===== config.mk =====
export PLATFORM = sky130hd
export DESIGN_NAME = qvr_matrix
export DESIGN_NICKNAME = d
export VERILOG_FILES = /design/src/rtl/core/qvr_pkg.sv /design/src/rtl/core/qvr_matrix.sv
export SDC_FILE = /design/constraint.sdc
export NUM_CORES = 2
export LEC_CHECK = 0
export BUFFER_PORTS_ARGS = -buffer_cell sky130_fd_sc_hd__buf_2
export CAP_MARGIN = 5
export CORE_AREA = 2 2 553 555
export CTS_BUF_LIST = sky130_fd_sc_hd__clkbuf_8 sky130_fd_sc_hd__clkbuf_16
export DETAILED_ROUTE_END_ITERATION = 6
export DIE_AREA = 0 0 555 557
export PLACE_DENSITY = 0.45
export SLEW_MARGIN = 25
export SYNTH_ARGS = -nofsm -noshare
export SYNTH_HDL_FRONTEND = slang
export SYNTH_SLANG_ARGS = --single-unit
export TNS_END_PERCENT = 20

===== constraint.sdc =====
create_clock -name i_clk -period 6.7 [get_ports i_clk]
set_input_delay 0.335 -clock i_clk [delete_from_list [all_inputs] [get_ports i_clk]]
set_output_delay 0.335 -clock i_clk [all_outputs]
set_load 0.02 [all_outputs]

===== src/rtl/core/qvr_pkg.sv =====
// Shared widths, types and constants for the quaternion vector rotation pipeline.
package qvr_pkg;

    localparam int DATA_WIDTH     = 32;
    localparam int QUAT_FRAC_BITS = 30;
    localparam int NUM_AXES       = 3;
    localparam int NUM_STAGES     = 6;

    // pair products of quaternion components
    localparam int PROD_W   = 2 * DATA_WIDTH;
    // rotation matrix entries, up to 2^(2*DATA_WIDTH) in magnitude
    localparam int MAT_W    = 2 * DATA_WIDTH + 2;
    // matrix entry split into an unsigned low part and a signed high part
    localparam int LO_W     = DATA_WIDTH + 1;
    localparam int HI_W     = MAT_W - LO_W;
    localparam int LO_PP_W  = LO_W + 1 + DATA_WIDTH;
    localparam int HI_PP_W  = HI_W + DATA_WIDTH;
    localparam int LO_SUM_W = LO_PP_W + 2;
    localparam int HI_SUM_W = HI_PP_W + 2;
    localparam int ACC_W    = 3 * DATA_WIDTH + 3;
    localparam int RND_SHIFT = 2 * QUAT_FRAC_BITS;

    localparam int IN_TDATA_W  = 7 * DATA_WIDTH;
    localparam int OUT_TDATA_W = 3 * DATA_WIDTH;

    localparam int AXIS_X = 0;
    localparam int AXIS_Y = 1;
    localparam int AXIS_Z = 2;

    // row-major matrix element positions
    localparam int M00 = 0;
    localparam int M01 = 1;
    localparam int M02 = 2;
    localparam int M10 = 3;
    localparam int M11 = 4;
    localparam int M12 = 5;
    localparam int M20 = 6;
    localparam int M21 = 7;
    localparam int M22 = 8;

    typedef logic signed [DATA_WIDTH-1:0] t_word;
    typedef t_word [NUM_AXES-1:0]         t_vec;
    typedef logic signed [PROD_W-1:0]     t_prod;
    typedef logic signed [MAT_W-1:0]      t_mat_elem;
    typedef t_mat_elem [NUM_AXES*NUM_AXES-1:0] t_mat;
    typedef logic signed [LO_PP_W-1:0]    t_lo_pp;
    typedef logic signed [HI_PP_W-1:0]    t_hi_pp;
    typedef logic signed [LO_SUM_W-1:0]   t_lo_sum;
    typedef logic signed [HI_SUM_W-1:0]   t_hi_sum;
    typedef logic signed [ACC_W-1:0]      t_acc;

    typedef struct packed {
        t_prod xx;
        t_prod yy;
        t_prod zz;
        t_prod ww;
        t_prod xy;
        t_prod xz;
        t_prod yz;
        t_prod wx;
        t_prod wy;
        t_prod wz;
    } t_quat_prod;

    typedef enum logic {
        MODE_FRAME   = 1'b0,
        MODE_INVERSE = 1'b1
    } t_mode;

    localparam t_word WORD_MAX = {1'b0, {(DATA_WIDTH-1){1'b1}}};
    localparam t_word WORD_MIN = {1'b1, {(DATA_WIDTH-1){1'b0}}};
    localparam t_acc  RND_HALF = t_acc'(1) << (RND_SHIFT - 1);

endpackage


===== src/rtl/core/qvr_matrix.sv =====
// Stage two: rotation matrix entries from the pair products, per direction.
module qvr_matrix (
    input  logic                i_clk,
    input  logic                i_ce,
    input  qvr_pkg::t_quat_prod i_prod,
    input  qvr_pkg::t_vec       i_vec,
    input  qvr_pkg::t_mode      i_mode,
    output qvr_pkg::t_mat       o_mat,
    output qvr_pkg::t_vec       o_vec
);

    qvr_pkg::t_mat r_mat, n_mat;
    qvr_pkg::t_vec r_vec;

    qvr_pkg::t_mat_elem xx, yy, zz, ww, xy, xz, yz, wx, wy, wz;
    qvr_pkg::t_mat_elem xy_p, xy_m, xz_p, xz_m, yz_p, yz_m;

    always_comb begin
        xx = qvr_pkg::t_mat_elem'(i_prod.xx);
        yy = qvr_pkg::t_mat_elem'(i_prod.yy);
        zz = qvr_pkg::t_mat_elem'(i_prod.zz);
        ww = qvr_pkg::t_mat_elem'(i_prod.ww);
        xy = qvr_pkg::t_mat_elem'(i_prod.xy);
        xz = qvr_pkg::t_mat_elem'(i_prod.xz);
        yz = qvr_pkg::t_mat_elem'(i_prod.yz);
        wx = qvr_pkg::t_mat_elem'(i_prod.wx);
        wy = qvr_pkg::t_mat_elem'(i_prod.wy);
        wz = qvr_pkg::t_mat_elem'(i_prod.wz);

        xy_p = (xy + wz) <<< 1;
        xy_m = (xy - wz) <<< 1;
        xz_p = (xz + wy) <<< 1;
        xz_m = (xz - wy) <<< 1;
        yz_p = (yz + wx) <<< 1;
        yz_m = (yz - wx) <<< 1;

        n_mat[qvr_pkg::M00] = ww + xx - yy - zz;
        n_mat[qvr_pkg::M11] = ww - xx + yy - zz;
        n_mat[qvr_pkg::M22] = ww - xx - yy + zz;

        // the cross-product terms flip sign with the direction of rotation
        unique case (i_mode)
            qvr_pkg::MODE_INVERSE: begin
                n_mat[qvr_pkg::M01] = xy_m;
                n_mat[qvr_pkg::M10] = xy_p;
                n_mat[qvr_pkg::M02] = xz_p;
                n_mat[qvr_pkg::M20] = xz_m;
                n_mat[qvr_pkg::M12] = yz_m;
                n_mat[qvr_pkg::M21] = yz_p;
            end
            default: begin
                n_mat[qvr_pkg::M01] = xy_p;
                n_mat[qvr_pkg::M10] = xy_m;
                n_mat[qvr_pkg::M02] = xz_m;
                n_mat[qvr_pkg::M20] = xz_p;
                n_mat[qvr_pkg::M12] = yz_p;
                n_mat[qvr_pkg::M21] = yz_m;
            end
        endcase
    end

    always_ff @(posedge i_clk) begin
        if (i_ce) begin
            r_mat <= n_mat;
            r_vec <= i_vec;
        end
    end

    assign o_mat = r_mat;
    assign o_vec = r_vec;

endmodule


## After elaboration in Yosys (flattened, before gate mapping)

Cells that the tools add are included.
Widths: inputs -> output; s select.

| storage, ports and cells | value |
|---|---|
| flip-flop bits (word level) | 690 |
| bits of input ports | 739 |
| output and inout bits | 690 |
| logic and storage cells | 28 |

| operators by class | value |
|---|---|
| add/subtract/negate cells | 14 |
| mux-type cells | 2 |

Operators by type and width:

| cell | number |
|---|---|
| $mux 198 | 2 |
| $add 64x64->65 | 4 |
| $sub 64x64->65 | 4 |
| $sub 65x64->66 | 2 |
| $sub 66x64->66 | 2 |
| $add 65x64->66 | 1 |
| $add 66x64->66 | 1 |

## Logic depth before layout (Yosys ltp)

| logic depth | value |
|---|---|
| depth in word-level cells | 3 |
| gate-level depth with buffers | 30 |
| depth with buffers taken out | 29 |

## Worst setup path after synthesis

No wires, ideal clock.

| path | value |
|---|---|
| path kind | input port to flip-flop |
| from | input i_prod[578] in the netlist's numbering |
| to | register r_mat (netlist bit o_mat[329]), data pin |
| library setup time | 266 ps |
| arrival | 5594 ps |
| required time | 6434 ps |
| path slack | 840 ps |
| stages on the path | 26 |
| path buffers | 0 |
| path through | inv_1 ha_1 nor2b_1 o21a_1 o21a_1 o21ai_0 o21ba_2 o21ai_1 a2111oi_0 or2_2 nor2_1 or2_2 a21oi_1 xnor2_1 fa_1 ha_1 nand2_1 o21ai_0 a221o_1 a21oi_1 o31ai_1 nand3_1 and3_1 or2_2 o41ai_1 xnor2_1 |

RTL lines:

| what | RTL line | RTL |
|---|---|---|
| start, declared | qvr_matrix.sv:5 | `input qvr_pkg::t_quat_prod i_prod,` |
| end signal, assigned | qvr_matrix.sv:64 | `r_mat <= n_mat;` |
| end, declared | qvr_matrix.sv:12 | `qvr_pkg::t_mat r_mat, n_mat;` |

==> results.py <==
metrics = {
    "global_route": {
        "first_pass_grt_wire_length_mm": 533,
        "grt_use_total_pct": 24.5,
        "grt_use_met3_pct": 7.16,
        "grt_max_degree": 142,
        "grt_use_met2_pct": 40.5,
        "first_global_vias": 66800,
        "grt_util_met1_pct": 28.1,
        "number_of_antenna_violations_at_the_first_check_in_global_routing": 282,
        "busiest_layer": "met2",
        "grt_overflow_total": 0,
    },
    "cts": {
        "clkSlewWorstSetupHoldPaths_ps": 50,
        "clock_tree_root_driver_cell": "sky130_fd_sc_hd__clkbuf_16",
        "cts-buffers-inserted": 101,
        "cts.path.max_buffers": 4,
        "cts.htree.levels": 3,
        "cts_tree": "built",
        "clkSinkCount": 681,
        "cts_setup_buffers": 0,
    },
    "worst_hold_path": {
        "hp-start": "i_ce",
        "min_path_cells": 1,
        "hold_path.class": "primary input to flop",
        "timing.hold.worst_endpoint": "o_mat[590]",
    },
    "power_and_ir_drop": {
        "ir_drop_uv": 244,
        "report.power.total_uw": 28400,
        "fraction_of_power_spent_switching_nets_pct": 46.2,
        "p_int_uw": 15300,
        "p_clk_share_pct": 19.3,
        "power.switching_uw": 13100,
        "power.density_nw_per_um2": 327,
        "total_leakage_power_uw": 0.0381,
        "power_frac_comb_pct": 55.5,
        "seq_power_share_pct": 25.2,
    },
    "floorplan": {
        "fp-row-count": 203,
        "die_height_um": 557,
        "initial_core_util_pct": 22.5,
        "die_width_um": 555,
        "floorplan.die_area_um2": 309000,
        "boundaryPins": 1429,
        "fp.coreArea_um2": 304000,
    },
    "synthesis": {
        "postSynthCellCount": 7546,
        "dominantRegCellSynth": "sky130_fd_sc_hd__edfxtp_1",
        "synthesis.yosys.warnings": 0,
        "post_synth_most_frequent_cells": "887 x sky130_fd_sc_hd__a21oi_1, 681 x sky130_fd_sc_hd__edfxtp_1, 668 x sky130_fd_sc_hd__inv_1",
        "syn-mean-instance-area_um2": 9.06,
        "synthDominantAreaCellType": "sky130_fd_sc_hd__edfxtp_1",
        "synth-seq-area-share_pct": 29.9,
        "synthDominantCellAreaShare_pct": 29.9,
        "leading_post_synthesis_cells_by_cell_area": "sky130_fd_sc_hd__edfxtp_1 30%, sky130_fd_sc_hd__ha_1 12%, sky130_fd_sc_hd__fa_1 7.8%",
        "synth_most_common_cell": "sky130_fd_sc_hd__a21oi_1",
        "synth_async_sr_flop_share_pct": 0,
        "number_of_enable_type_register_cells_in_the_synthesized_netlist": 681,
        "postSynthRegisterBits": 681,
        "post_synth_num_cell_types": 95,
        "syn-cell-area_um2": 68400,
    },
    "placement": {
        "place.gp.congestion": 0.959,
        "io_port_bufs": 1422,
        "detailedPlacementHpwl_mm": 341,
        "place_inst": 13000,
    },
    "detailed_routing": {
        "viasPerCell": 5.02,
        "route.antenna.remaining_nets": 0,
        "num_vias": 67600,
        "detail_route.iter0.violations": 5312,
        "drt-total-wl_mm": 395,
        "avgRoutedWirePerCell_um": 29.3,
        "detailedRoute.firstPassIterationCount": 6,
        "drt_drc_violations_left": 0,
    },
    "timing": {
        "report.final.hold_viol_count": 0,
        "finalMaxSlewViolations": 0,
        "fin_hold_ws_ps": 43.1,
        "part_of_the_cycle_the_worst_path_needs_pct": 93.4,
        "tns_ps": 0,
        "max_slew_margin_pct": 17.4,
        "achievable-frequency_ghz": 0.160,
        "setup-violations-final": 0,
        "rsz0062_at_grt": "no",
        "max_slew.worst_pin.slew_ps": 1200,
        "period_needed_ps": 6260,
    },
    "critical_path": {
        "critical_path.max_stage_delay_ps": 530,
        "worst-endpoint-arrival_ps": 6820,
        "crit_path_top_delay_cell": "sky130_fd_sc_hd__a2111oi_1",
        "worst-setup-path-type": "primary input to flop",
        "worstPathMaxFanout": 3,
        "required_time_of_the_critical_path_ps": 7260,
        "worst_path_dominant_cell_family": "compound AO/OA/AOI/OAI gates",
        "start_kind": "primary input",
        "critical_path.endpoint_type": "flop",
        "cp.buffers_inverters": 4,
    },
    "final_layout": {
        "layout.cells.non_filler": 13500,
        "fillerInstances": 32800,
        "drive_above_1_share_pct": 22.3,
        "nNetsFinal": 10900,
        "syn_to_final_growth_pct": 27.3,
    },
    "run": {
        "cap_viol_max_count": 0,
    },
    "run_status": {
        "status": "finished, final reports clean",
    },
}
-- cell usage in the layout (no fill, tap or decap), types with 32 or more instances in the layout --
cell type,netlist,layout
sky130_fd_sc_hd__nor4_1,76,76
sky130_fd_sc_hd__mux2i_1,188,185
sky130_fd_sc_hd__nor2b_1,65,65
sky130_fd_sc_hd__diode_2,0,145
sky130_fd_sc_hd__dlygate4sd3_1,0,106
sky130_fd_sc_hd__inv_1,668,678
sky130_fd_sc_hd__xnor2_1,506,506
sky130_fd_sc_hd__o21a_1,82,82
sky130_fd_sc_hd__a21o_1,242,242
sky130_fd_sc_hd__a31oi_1,69,69
sky130_fd_sc_hd__edfxtp_1,681,681
sky130_fd_sc_hd__o21ai_0,418,416
sky130_fd_sc_hd__a21oi_1,887,887
sky130_fd_sc_hd__nor2_1,557,557
sky130_fd_sc_hd__and3_1,43,43
sky130_fd_sc_hd__o31ai_1,74,74
sky130_fd_sc_hd__xor2_1,110,108
sky130_fd_sc_hd__nand2_1,428,428
sky130_fd_sc_hd__buf_2,38,1420
sky130_fd_sc_hd__clkbuf_16,0,101
sky130_fd_sc_hd__ha_1,647,647
sky130_fd_sc_hd__o21bai_1,184,184
sky130_fd_sc_hd__nor3_1,108,108
sky130_fd_sc_hd__o211ai_1,32,32
sky130_fd_sc_hd__nand4_1,153,153
sky130_fd_sc_hd__clkinv_1,18,35
sky130_fd_sc_hd__nand2b_1,77,77
sky130_fd_sc_hd__a211oi_1,41,41
sky130_fd_sc_hd__buf_4,13,411
sky130_fd_sc_hd__nand3_1,115,115
sky130_fd_sc_hd__fa_1,266,266
-- worst max-delay path by stage --
| stage | startpoint | to | depth (start not counted) |
|---|---|---|---|
| global route | i_prod[384] | o_mat[590] | 29 |
| global placement | i_prod[384] | o_mat[319] | 34 |
| CTS | i_prod[384] | o_mat[590] | 31 |
| detailed placement | i_prod[384] | o_mat[590] | 31 |
| finish | i_prod[384] | o_mat[590] | 31 |
| floorplan | i_prod[578] | o_mat[329] | 26 |
-- stage by stage --
step           util (%)  instance area, µm²  worst slack, ps
3_3_place_gp       27.1               82300             -555
4_1_cts            28.5               86700              402
6_report           28.6               87000              441
5_1_grt            28.6               86900             85.5
3_5_place_dp       27.1               82300             -451
2_1_floorplan         -               68400              840
-- flip-flops by register name, indices dropped and copies added (netlist names) --
signal,cells
o_mat,585
o_vec,96
-- power by group through the flow --
| stage | combinational (µW) | clock (µW) | sequential (µW) |
|---|---|---|---|
| floorplan | 7150 | 0 | 8140 |
| global placement | 15700 | 0 | 7240 |
| detailed placement | 15600 | 0 | 7210 |
| CTS | 15800 | 5690 | 7160 |
| global route | 17000 | 5840 | 7220 |
| finish | 15800 | 5480 | 7150 |
-- area by class of cell --
class,count,area [µm²],area share (%)
flip-flops and latches,681,20400,23.5
clock buffers,101,2530,2.90
clock inverters,81,754,0.867
inverters,687,2590,2.97
multi-input cells,5823,43900,50.5
well taps,3997,5000,5.75
repair buffers,1945,11400,13.1
diodes,145,363,0.417
-- cell families after synthesis --
group | Yosys count | share of synthesized area, %
other | 1 | 0.00548
adder cells (fa/ha/maj) | 913 | 19.6
flip-flops | 681 | 29.9
buffers and inverters | 1047 | 5.89
multiplexers | 195 | 2.87
XOR/XNOR | 616 | 7.89
AND/OR/NAND/NOR | 1741 | 12.1
AO/OA/AOI/OAI | 2352 | 21.7
-- routing by layer --
| layer | wire length [µm] | vias to the layer above | part of all wire [%] |
|---|---|---|---|
| met5 | 553 | - | 0.14 |
| met4 | 26100 | 88 | 6.6 |
| met3 | 33400 | 764 | 8.4 |
| met2 | 184000 | 2879 | 47 |
| met1 | 151000 | 33200 | 38 |
| li1 | - | 30600 | - |
-- repair_timing --
item / CTS / global route
setup endpoints to repair: 0 / 5
endpoints found under the hold margin: 104 / 0
hold buffers: 106 / 0
resized for setup: 0 / 2
No activity file was read; power rests on OpenSTA's default activity.
